File: config.mk
export PLATFORM = sky130hd
export DESIGN_NAME = handheld_interrupt_timer_glue
export DESIGN_NICKNAME = d
export VERILOG_FILES = /design/src/hw/rtl/hitg_pkg.sv /design/src/hw/rtl/hitg_core.sv /design/src/hw/rtl/handheld_interrupt_timer_glue.sv
export SDC_FILE = /design/constraint.sdc
export NUM_CORES = 1
export LEC_CHECK = 0
export BUFFER_PORTS_ARGS = -buffer_cell sky130_fd_sc_hd__clkbuf_2
export CAP_MARGIN = 40
export CELL_PAD_IN_SITES_DETAIL_PLACEMENT = 1
export CELL_PAD_IN_SITES_GLOBAL_PLACEMENT = 1
export CORE_AREA = 2 2 106 108
export CTS_BUF_LIST = sky130_fd_sc_hd__clkbuf_16
export CTS_CLUSTER_SIZE = 10
export DETAILED_ROUTE_END_ITERATION = 7
export DIE_AREA = 0 0 108 110
export PLACE_DENSITY_LB_ADDON = 0.1
export REMOVE_ABC_BUFFERS = 1
export SETUP_SLACK_MARGIN = 0.02
export SLEW_MARGIN = 20
export SYNTH_ARGS = -nofsm -noshare
export SYNTH_HDL_FRONTEND = slang
export SYNTH_HIERARCHICAL = 1
export SYNTH_SLANG_ARGS = --single-unit
File: constraint.sdc
create_clock -name clk -period 3.8 [get_ports clk]
set_clock_uncertainty 0.1 [all_clocks]
set_input_delay 0.76 -clock clk [delete_from_list [all_inputs] [get_ports clk]]
set_output_delay 0.76 -clock clk [all_outputs]
set_load 0.005 [all_outputs]
File: src/hw/rtl/hitg_pkg.sv
`default_nettype none
// ----------------------------------------------------------------------------
// hitg_pkg
// Shared types and constants for the interrupt/timer glue block.
// ----------------------------------------------------------------------------
package hitg_pkg;

  localparam int unsigned PeriodW   = 13;
  localparam int unsigned IncW      = 8;
  localparam int unsigned PrescW    = 9;
  localparam int unsigned TbW       = 4;
  localparam int unsigned KeysW     = 16;
  localparam int unsigned EnW       = 5;
  localparam int unsigned PaddrW    = 3;
  localparam int unsigned PdataW    = 32;

  localparam logic [PeriodW-1:0] PeriodReset = 13'd6000;
  localparam logic [IncW-1:0]    IncReset    = 8'd3;
  localparam logic [PrescW-1:0]  PrescLimit  = 9'd255;

  // Register index (byte address bit 2)
  localparam logic RegStepPeriod = 1'b0;
  localparam logic RegPrescInc   = 1'b1;

  // Item kinds
  localparam logic FuncStep   = 1'b0;
  localparam logic FuncKeypad = 1'b1;

  // Key used as shift for the watchdog arm sequence
  localparam int unsigned KeyShiftBit = 2;

  // Enable register bits
  localparam int unsigned EnResetBit    = 0;
  localparam int unsigned EnTimebaseBit = 3;
  localparam int unsigned EnTimer0Bit   = 4;

  typedef struct packed {
    logic               irq_pending;
    logic               watchdog_pending;
    logic [PeriodW-1:0] step_count;
    logic [PrescW-1:0]  prescale_count;
    logic               shift_latch;
  } hitg_state_t;

  typedef struct packed {
    logic           take_nmi;
    logic           take_irq;
    logic [EnW-1:0] enable_bits_set;
    logic           timer_bit_set;
    logic           reset_to_vector;
  } hitg_result_t;

  typedef struct packed {
    logic             func;
    logic             half_second_tick;
    logic             cpu_irq_masked;
    logic             timer_running;
    logic [TbW-1:0]   timebase_select;
    logic [KeysW-1:0] low_rows_keys;
  } hitg_item_t;

endpackage : hitg_pkg
`default_nettype wire

File: src/hw/rtl/hitg_core.sv
`default_nettype none
// ----------------------------------------------------------------------------
// hitg_core
// Next-state and result logic for one item; purely combinational.
// ----------------------------------------------------------------------------
module hitg_core
  import hitg_pkg::*;
(
  input  wire hitg_item_t          item,
  input  wire hitg_state_t         st,
  input  wire logic [PeriodW-1:0]  step_period,
  input  wire logic [IncW-1:0]     prescale_increment,
  output hitg_state_t              st_nxt,
  output hitg_result_t             res
);

  logic             took;
  logic             wrap;
  logic             adv;
  logic             tb_on;
  logic [PeriodW:0] cnt_inc;
  logic [PrescW-1:0] psum;

  assign tb_on   = (item.timebase_select != '0);
  assign cnt_inc = {1'b0, st.step_count} + {{PeriodW{1'b0}}, 1'b1};
  assign psum    = st.prescale_count + {{(PrescW-IncW){1'b0}}, prescale_increment};

  always_comb begin
    st_nxt = st;
    res    = '0;
    took   = 1'b0;
    wrap   = 1'b0;
    adv    = 1'b0;
    if (item.func == FuncKeypad) begin
      if (st.shift_latch) begin
        if (item.low_rows_keys != '0) begin
          st_nxt.watchdog_pending = 1'b1;
          st_nxt.shift_latch      = 1'b0;
        end
      end else if (item.low_rows_keys[KeyShiftBit]) begin
        st_nxt.shift_latch = 1'b1;
      end
    end else begin
      if (item.half_second_tick) begin
        res.take_nmi = 1'b1;
        took         = 1'b1;
      end else if (!item.cpu_irq_masked && st.irq_pending) begin
        st_nxt.irq_pending = 1'b0;
        res.take_irq       = 1'b1;
        took               = 1'b1;
      end
      wrap = !took && (cnt_inc >= {1'b0, step_period});
      if (wrap) begin
        st_nxt.step_count = '0;
        if (st.watchdog_pending) begin
          res.enable_bits_set[EnResetBit] = 1'b1;
          res.timer_bit_set               = 1'b1;
          res.reset_to_vector             = 1'b1;
          st_nxt.watchdog_pending         = 1'b0;
        end else begin
          if (tb_on) begin
            st_nxt.irq_pending                 = 1'b1;
            res.enable_bits_set[EnTimebaseBit] = 1'b1;
          end
          adv = 1'b1;
        end
      end else begin
        if (!took) begin
          st_nxt.step_count = cnt_inc[PeriodW-1:0];
        end
        adv = 1'b1;
      end
      // timer0 prescaler
      if (adv && item.timer_running) begin
        if (psum >= PrescLimit) begin
          st_nxt.prescale_count = '0;
          if (tb_on) begin
            st_nxt.irq_pending               = 1'b1;
            res.enable_bits_set[EnTimer0Bit] = 1'b1;
          end
        end else begin
          st_nxt.prescale_count = psum;
        end
      end
    end
  end

endmodule : hitg_core
`default_nettype wire

File: src/hw/rtl/handheld_interrupt_timer_glue.sv
`default_nettype none
// ----------------------------------------------------------------------------
// handheld_interrupt_timer_glue
// Interrupt and timer glue for an emulated 65C02 handheld.
// ----------------------------------------------------------------------------
// One input transfer per emulated instruction step or keypad update, one
// result transfer per input. The block takes one item per clock while in_stall
// is low: an item's flag and counter updates go into the state and output
// registers, so its result is valid in the next cycle. The single output
// register is the only buffering: a new item is accepted while the output is
// empty or being drained in the same cycle, so in_stall follows out_stall only
// while a result is waiting. Configuration (step_period at 0x0,
// prescale_increment at 0x4) goes over the APB-style port; the user writes it
// only while the block is idle, unenforced by the block. pready is tied high.
// ----------------------------------------------------------------------------
module handheld_interrupt_timer_glue
  import hitg_pkg::*;
(
  input  wire logic              clk,
  input  wire logic              rst_n,
  // input channel
  input  wire logic              in_valid,
  output      logic              in_stall,
  input  wire logic              in_func,
  input  wire logic              in_half_second_tick,
  input  wire logic              in_cpu_irq_masked,
  input  wire logic              in_timer_running,
  input  wire logic [TbW-1:0]    in_timebase_select,
  input  wire logic [KeysW-1:0]  in_low_rows_keys,
  // result channel
  output      logic              out_valid,
  input  wire logic              out_stall,
  output      logic              out_take_nmi,
  output      logic              out_take_irq,
  output      logic [EnW-1:0]    out_enable_bits_set,
  output      logic              out_timer_bit_set,
  output      logic              out_reset_to_vector,
  // configuration port
  input  wire logic              psel,
  input  wire logic              penable,
  input  wire logic              pwrite,
  input  wire logic [PaddrW-1:0] paddr,
  input  wire logic [PdataW-1:0] pwdata,
  output      logic [PdataW-1:0] prdata,
  output      logic              pready
);

  // configuration registers
  logic [PeriodW-1:0] step_period_r;
  logic [IncW-1:0]    prescale_inc_r;
  logic               cfg_wr;

  // block state and output register
  hitg_state_t  st_r, st_nxt;
  hitg_result_t res_r, res_nxt;
  logic         out_valid_r, out_valid_nxt;
  hitg_item_t   item;
  logic         in_xfer;

  assign pready = 1'b1;
  assign cfg_wr = psel && penable && pwrite;

  // Only address bit 2 picks the register; the low byte-lane bits are ignored.
  always_comb begin
    unique case (paddr[2])
      RegStepPeriod: prdata = {{(PdataW-PeriodW){1'b0}}, step_period_r};
      RegPrescInc:   prdata = {{(PdataW-IncW){1'b0}}, prescale_inc_r};
      default:       prdata = '0;
    endcase
  end

  always_ff @(posedge clk) begin
    if (!rst_n) begin
      step_period_r  <= PeriodReset;
      prescale_inc_r <= IncReset;
    end else if (cfg_wr) begin
      if (paddr[2] == RegStepPeriod) begin
        step_period_r <= pwdata[PeriodW-1:0];
      end else begin
        prescale_inc_r <= pwdata[IncW-1:0];
      end
    end
  end

  // Accept while the output register is empty or drains this cycle.
  assign in_stall = out_valid_r && out_stall;
  assign in_xfer  = in_valid && !in_stall;

  assign item.func             = in_func;
  assign item.half_second_tick = in_half_second_tick;
  assign item.cpu_irq_masked   = in_cpu_irq_masked;
  assign item.timer_running    = in_timer_running;
  assign item.timebase_select  = in_timebase_select;
  assign item.low_rows_keys    = in_low_rows_keys;

  hitg_core u_core (
    .item               (item),
    .st                 (st_r),
    .step_period        (step_period_r),
    .prescale_increment (prescale_inc_r),
    .st_nxt             (st_nxt),
    .res                (res_nxt)
  );

  always_comb begin
    if (in_xfer) begin
      out_valid_nxt = 1'b1;
    end else if (!out_stall) begin
      out_valid_nxt = 1'b0;
    end else begin
      out_valid_nxt = out_valid_r;
    end
  end

  always_ff @(posedge clk) begin
    if (!rst_n) begin
      st_r        <= '0;
      out_valid_r <= 1'b0;
    end else begin
      out_valid_r <= out_valid_nxt;
      if (in_xfer) begin
        st_r <= st_nxt;
      end
    end
  end

  // payload register, no reset needed
  always_ff @(posedge clk) begin
    if (in_xfer) begin
      res_r <= res_nxt;
    end
  end

  assign out_valid           = out_valid_r;
  assign out_take_nmi        = res_r.take_nmi;
  assign out_take_irq        = res_r.take_irq;
  assign out_enable_bits_set = res_r.enable_bits_set;
  assign out_timer_bit_set   = res_r.timer_bit_set;
  assign out_reset_to_vector = res_r.reset_to_vector;

endmodule : handheld_interrupt_timer_glue
`default_nettype wire

== Word-level counts from Yosys, hierarchy flattened ==
Cells that the tools add are included.
Storage, ports and cells
  flip-flop bits (word level): 54
  input port bits: 66
  output and inout port bits: 44
  logic and storage cells: 81
Operators by class
  add/sub/neg operators: 2
  $lt $le $gt $ge: 2
  equality and inequality tests: 4
  multiplexer cells: 29
  bitwise logic cells: 5
  reduce and logical (&&, ||, !) cells: 24
Operators by type and width (count)
  $pmux 32 s2: 1
  $mux 13: 2
  $mux 1: 23
  $reduce_bool 16->1: 1
  $add 13x1->14 const B: 1
  $ge 14x13->1: 1
  $add 9x8->9: 1
  $ge 9x8->1 const B: 1
  $mux 9: 1
  $ne 2x1->1 const B: 4
  $reduce_and 2->1: 4
  $logic_and 1x1->1: 7
  $reduce_and 3->1: 2
  $reduce_or 3->1: 2
  $not 1->1: 5
  $reduce_and 4->1: 1
  $reduce_bool 4->1: 1
  $reduce_or 2->1: 2
  $logic_not 1->1: 3
  $mux 3: 1
  $mux 2: 1
  $reduce_bool 2->1: 1

== Logic depth before layout (Yosys ltp) ==
Gate-level depths: netlist of the first run.
  depth in word-level cells: 12
  gate-level depth with buffers: 16
  mapped depth without buffers: 14

== Cells and area by module ==
The synthesis of the first run kept the hierarchy.
By module, submodules not included
  handheld_interrupt_timer_glue: times used 1, cells each 248, area an instance 2463.6 um^2, seq. area each 1211.2 um^2
  hitg_core: times used 1, cells each 237, area an instance 1610.3 um^2, seq. area each 0.0 um^2

== Worst setup path before layout of the first run ==
Ideal clock, no wire load.
  kind: register -> register
  start point: reg st_r[10] (netlist name)
  end point: reg st_r[8] (netlist name)
  library setup time: 72 ps
  arrival time: 3041 ps
  data required time: 3628 ps
  slack: 588 ps
  stages on the path, launching flop included: 15
  buffers on the path: 2
  period minus slack after synthesis: 3212 ps
  path through: dfxtp_1 > ha_1 > clkbuf_1 > nand3_1 > or4_1 > nand2_1 > ha_1 > nand3_1 > a2111oi_0 > a211oi_2 > buf_2 > o211ai_1 > o32ai_1 > nand2_1 > mux2i_1
On the way
  longest elaborated chain between the ends: 7
RTL lines
  start: declaration: line handheld_interrupt_timer_glue.sv:54  | hitg_state_t st_r, st_nxt;
  start signal: assignment: line handheld_interrupt_timer_glue.sv:122  | st_r <= st_nxt;
  $add 13x1->14: line hitg_core.sv:25  | assign cnt_inc = {1'b0, st.step_count} + {{PeriodW{1'b0}}, 1'b1};
  $ge 14x13->1: line hitg_core.sv:52  | wrap = !took && (cnt_inc >= {1'b0, step_period});
  $logic_and 1x1->1: line hitg_core.sv:52
  $mux 1: line hitg_core.sv:53  | if (wrap) begin
  $mux 1: line hitg_core.sv:34  | if (item.func == FuncKeypad) begin
  $logic_and 1x1->1: line hitg_core.sv:74  | if (adv && item.timer_running) begin
  $reduce_and 3->1 (no line)
No other way between the ends. The select of a mux whose other input is x is not followed.
A chain may end at the register's enable or synchronous reset.

== Worst setup path in the final report of the first run ==
  start point: reg st_r[15] (netlist name)
  end point: reg st_r[5] (netlist name)
The elaborated chain is that of the path after synthesis.

==> qor.txt, run 1 <==
# DRC - 0
Root buf cell - clkbuf_16
Worst-Margin Slew - 759 ps
VDD IR max - 0.000148 V
Area contributors post-synth - dfxtp_1, mux2i_1, nand2_1, ha_1, edfxtp_1
Final Hold Fails - 0
Synthesis-stage register bit count - 56
Slew HR - 0.493
Top cells by count, synth - nand2_1, dfxtp_1, mux2i_1
GPL Wtd Cong - 0.825
Logic gate share of total power - 0.135
Sw Pwr - 325 µW
Fraction of the cycle the final worst path needs - 0.882
Worst-Skew Late Latency - 300 ps
HP Start - step_period_r[11]
Clk buf depth - 2
Worst-path clk slew - 70 ps
P_leak - 2.01 nW
Final #Nets - 630
Most frequent cell after synthesis - nand2_1
Sequential fraction of design power - 0.499
WHS Path Cells - 2
Crit-path slowest cell - or4_1
Final slew viol count - 0
Min-delay worst type - flip-flop to flip-flop
Num CTS Buffers - 5
Setup-failing EPs final - 0
Synth warnings - 6
Data required time of the worst path - 3870 ps
Dominant cell type by area after synthesis - dfxtp_1
Max-Cap Viols - 0
Min Clock Period, post-route - 3350 ps
Sink Count - 56
Initial Utilization - 0.381
CTS HTree Levels - 2
N_diodes - 0
Share of post-route cells with drive strength above 1 - 0.196
CTS tree - built
Vias in the first global route - 3,578
Largest net degree at the start of global routing - 51
Setup crit start kind - flip-flop
Setup_tns - 0 ps
Post-CTS Hold Fix Bufs - 0
GR Overflow Total - 0
Post-DP HPWL - 7.78 mm
Final WL - 10.3 mm
Seq/Total Area, Yosys - 0.297
Ys flop type - dfxtp_1
R2R setup slack - 450 ps
Area share of the largest cell type after synthesis - 0.231
Full die area - 11,900 µm²
Slowest stage delay, CP - 550 ps
Antenna viol nets, final - 0
Overall power - 1.26 mW
I/O Buffers - 68
Max Freq - 0.298 GHz
Site Rows - 38
Critical Path AT - 3420 ps
Pint - 931 µW
Power per Cell Area - 271 nW/µm²
RR Startpoint - st_r[15]
FILL cells - 1,317
Post-synth ARST share - 0
Via/cell ratio - 5.16
1st-iter DRT viols - 86
First-pass GRT wire length - 17.1 mm
Critical-path cell list - and4_1 > nand3_1 > or4_1 > nand2_1 > ha_1 > nand3_1 > a2111oi_2 > a211oi_2 > buf_12 > o21ai_1 > buf_4 > o2bb2ai_1 > nand2_1 > mux2i_1
Post-synth EDFFs - 9
Die X - 108 µm
RR Endpoint - st_r[5]
Post_cts resized - 0
RSZ-0062 raised after global routing - false
Switching part of the total - 0.259
Die H - 110 µm
Cells after Synth - 485
Wire per inst - 15.2 µm
Critical path class - flip-flop to flip-flop
CP Max Fanout - 26
Via count - 3,517
Hold EP - step_period_r[11]
P&R area growth vs syn - 13.6%
Router iterations before antenna repair - 4
Synth Area per Inst - 8.40 µm²
Post-CTS setup buffers - 0
Gr usage total - 0.182
Post-Syn Area - 4070 µm²
Crit path capture type - flip-flop
Post-synthesis cell type count - 62
Final hold slack - 374 ps
Final Util - 0.433
Initial antenna violation count - 0
R2R cell count - 14
Outcome - completed
Clk pwr share - 0.366
I/O pins - 110
Core Box Area - 10,700 µm²
power groups by stage:
stage / Sequential, mW / Clock, mW / Combinational (mW)
2_1_floorplan: 0.638 / 0 / 0.0926
3_3_place_gp: 0.639 / 0 / 0.167
3_5_place_dp: 0.640 / 0 / 0.171
4_1_cts: 0.626 / 0.482 / 0.172
5_1_grt: 0.628 / 0.498 / 0.191
6_report: 0.626 / 0.459 / 0.170
flip-flops by register name, indices dropped and copies added (netlist names):
name                 flops
out_take_nmi             1
out_reset_to_vector      1
step_period_r           13
out_enable_bits_set      5
out_timer_bit_set        1
out_valid                1
out_take_irq             1
prescale_inc_r           8
st_r                    25
worst max-delay path by stage:
| stage | slack (ps) | startpoint | endpoint | cells after the start |
|---|---|---|---|---|
| final | 450 | st_r[15] | st_r[5] | 14 |
| after global routing | 80 | st_r[15] | st_r[16] | 15 |
| after CTS | 140 | st_r[12] | st_r[16] | 13 |
| after detailed placement | 200 | st_r[12] | st_r[16] | 13 |
| after global placement | 240 | st_r[12] | st_r[16] | 13 |
| after floorplan | -840 | in_valid | out_enable_bits_set[0] | 1 |
layout by cell type, fill, tap and decap left out, drive strengths merged, types with 12 or more instances in the layout:
| cell type | n |
|---|---|
| dfxtp | 47 |
| conb | 22 |
| o21ai | 18 |
| buf | 12 |
| nand3 | 12 |
| nor2b | 27 |
| nor2 | 13 |
| inv | 23 |
| nand2 | 98 |
| ha | 22 |
| mux2i | 47 |
| clkbuf | 73 |
per-layer routing:
metal  track usage  vias to the layer above  part of all wire
li1              -                     1754                 -
met1         0.228                     1649              0.48
met2         0.327                      105              0.46
met3        0.0341                        9             0.054
met4        0.0394                        0            0.0087
met5             0                        -                 0
layout make-up:
cell class                 count  area (µm²)  share of cell area
timing repair buffer          80         463               0.100
clock buffer                   5         125              0.0270
sequential                    56        1210               0.262
inverter                      21        78.8              0.0170
clock inverter                 3        12.5             0.00270
tap                          140         175              0.0378
multi-input combinational    377        2560               0.554
worst max-delay path, delay by kind of cell, from the launching register on:
kind | cells | cell delay, ps
fa+ha+maj | 1 | 240
compound gates | 4 | 580
flops | 1 | 460
mux | 1 | 90
simple gates | 6 | 1310
buf+inv | 2 | 440
logic make-up (layout without fill, tap and decap cells):
| group | count (synthesis) | in the layout | synth area share |
|---|---|---|---|
| and+or+nand+nor | 182 | 182 | 0.216 |
| AOI/OAI and AO/OA | 77 | 77 | 0.139 |
| buffers and inverters | 71 | 109 | 0.0958 |
| DFF | 56 | 56 | 0.297 |
| muxes | 55 | 55 | 0.138 |
| adders and majority gates | 23 | 23 | 0.0725 |
| xor gates and xnor gates | 18 | 18 | 0.0387 |
| other | 3 | 22 | 0.00276 |
through the flow:
stage                     cells  cell area, µm²  setup WS, ps
after global routing        682            4630          76.2
after global placement      673            4470           237
after floorplan             454            3830          -844
after detailed placement    673            4470           203
after CTS                   681            4610           138
final                       682            4630           450
Note: power is estimated with default switching activity, not from simulation.
==> run 2, diff against run 1 <==
- CORE_AREA: 2 2 106 108 -> 2 2 111 113
- DIE_AREA: 0 0 108 110 -> 0 0 113 115
- clock period: 3.8 -> 2.8 ns (I/O delays scaled with it)
==> run 2 against run 1 <==
The flow now finishes with violations (design-rule violations, negative setup slack). Global-route usage decreased by 0.75 points. Routed wire length increased by 12%. Non-clock buffer count increased by 46. Clock power rose by 43%. Power grew 39%. Register-to-register slack worse by 670 ps. Critical path depth did not move. Critical endpoint is now st_r[15]. Count of clock-buffer cells in the layout did not move. Sequential share of layout area fell by 3.4 points. First-iteration DRC count is 52% higher. Worst hold slack improved by 2.9 ps.
==> qor.txt, run 2 (synthesis results as in run 1) <==
Site Rows - 40 (+5.3%)
First-pass GRT wire length - 18.3 mm (+6.9%)
Via/cell ratio - 5.09 (-1.3%)
Max Freq - 0.331 GHz (+11%)
Outcome - finished with violations
I/O Buffers - 68 (unchanged)
CTS HTree Levels - 2 (unchanged)
1st-iter DRT viols - 131 (+52%)
Most common cell after layout, fill and taps aside - nand2_1
N_diodes - 0 (unchanged)
VDD IR max - 0.000214 V (+45%)
Share of post-route cells with drive strength above 1 - 0.349 (+0.153)
Fin cells - 735 (+7.8%)
Final hold slack - 377 ps (+2.95 ps)
Setup-failing EPs final - 28 (+28)
Worst-Margin Slew - 581 ps (-178 ps)
Area after DPL - 4760 µm² (+6.5%)
Slew HR - 0.613 (+0.120)
Full die area - 13,000 µm² (+9.4%)
Max-Cap Viols - 0 (unchanged)
Violated checks - design-rule violations, negative setup slack
Final instance area - 5430 µm² (+17%)
Initial antenna violation count - 0 (unchanged)
Die X - 113 µm (+4.6%)
Final #Nets - 676 (+7.3%)
# DRC - 8 (+8)
I/O pins - 110 (unchanged)
Worst-Skew Late Latency - 300 ps (about the same)
Core Box Area - 11,800 µm² (+10%)
Root buf cell - clkbuf_16
Crit path capture type - flip-flop
Initial Utilization - 0.345 (-0.0359)
CTS tree - built
Fraction of the cycle the final worst path needs - 1.08 (+0.196)
Final slew viol count - 0 (unchanged)
GPL Wtd Cong - 0.871 (+5.6%)
Min Clock Period, post-route - 3020 ps (-331 ps)
RSZ-0062 raised after global routing - true
GR Overflow Total - 0 (unchanged)
Placed Cells - 719 (+6.8%)
Num CTS Buffers - 5 (unchanged)
Sink Count - 56 (unchanged)
Post-DP HPWL - 8.05 mm (+3.4%)
Largest register FFs - 25 (unchanged)
Critical path class - flip-flop to flip-flop
Clk buf depth - 2 (unchanged)
P&R area growth vs syn - 33.2%
Router iterations before antenna repair - 6 (+2)
Power per Cell Area - 322 nW/µm² (+19%)
Largest net degree at the start of global routing - 91 (+78%)
Antenna viol nets, final - 0 (unchanged)
Min-delay worst type - flip-flop to flip-flop
Vias in the first global route - 3,714 (+3.8%)
Post-CTS Hold Fix Bufs - 0 (unchanged)
Setup crit start kind - flip-flop
Most frequent cells in the layout - nand2_1, clkbuf_2, mux2i_1
Final WS setup - -219 ps (-669 ps)
Largest reg by FF count - st_r
Worst-path clk slew - 70 ps (about the same)
FILL cells - 1,399 (+6.2%)
Via count - 3,741 (+6.4%)
Critical Path AT - 3090 ps (-330 ps)
Gr usage total - 0.175 (-0.00751)
Final WL - 11.6 mm (+12%)
Die H - 115 µm (+4.5%)
CP Max Fanout - 7 (-73%)
Top flop regs - st_r: 25 flops, step_period_r: 13 flops, prescale_inc_r: 8 flops
Wire per inst - 15.8 µm (+4.1%)
P_leak - 2.34 nW (+16%)
Data required time of the worst path - 2870 ps (-1000 ps)
Final Hold Fails - 0 (unchanged)
-- run 2: cell types whose count changed in the layout (fill, tap and decap cells not counted), sizes merged --
cell / change
clkinvlp: +1
buf: +45
inv: -1
clkbuf: +1
-- run 2: repair_timing --
action,in CTS,in global routing
pin swaps,15,35
endpoints found under the setup margin,29,29
gates cloned,1,1
setup buffers,0,7
gates resized for setup,56,46
-- run 2: path summary, 6_finish.rpt --
| path | startpoint | to | slack (ps) | depth (start not counted) |
|---|---|---|---|---|
| max | st_r[12] | st_r[15] | -220 | 14 |
| min | step_period_r[7] | step_period_r[7] | 380 | 2 |
| max reg2reg | st_r[12] | st_r[15] | -220 | 14 |
| min reg2reg | step_period_r[7] | step_period_r[7] | 380 | 2 |
-- run 2: critical path: stages, from the launching register on --
cell and delay [ps]:
dfxtp_4 390, and4_4 260, nand3_4 90, or4_4 450
nand2_4 90, ha_4 150, nand3_4 90, a2111oi_4 340
a211oi_4 130, buf_6 170, clkbuf_16 150, o21ai_0 190
o211ai_1 130, nand2_1 90, mux2i_1 70
-- run 2: cell type report --
type                            instances  area, µm²  share of cell area
Timing Repair Buffer                  126        855               0.157
Inverter                               21       78.8              0.0145
Clock buffer                            5        125              0.0231
Tap cell                              147        184              0.0339
Multi-Input combinational cell        377       2930               0.540
Clock inverter                          3       20.0             0.00369
Sequential cell                        56       1230               0.228
-- run 2: power breakdown --
group | internal [mW] | leakage [nW] | total, mW | switching, mW
logic | 0.113 | 1.79 | 0.250 | 0.138
clock network | 0.332 | 0.0712 | 0.656 | 0.324
registers | 0.830 | 0.476 | 0.844 | 0.0142
-- run 2: through the flow --
step	utilization	total power, mW	setup WS [ps]	setup TNS, ps
CTS	0.434	1.78	-262	-4530
finish	0.460	1.75	-219	-3690
detailed placement	0.403	1.11	-616	-12830
global route	0.460	1.83	-386	-7900
global placement	0.403	1.10	-486	-9400
floorplan	-	0.991	-1640	-58310
-- run 2: layer usage --
metal	track usage	part of all wire	routed length [µm]
met1	0.227	0.46	5340
met2	0.303	0.48	5550
met3	0.0332	0.048	559
met4	0.0390	0.013	153
met5	0	0	0
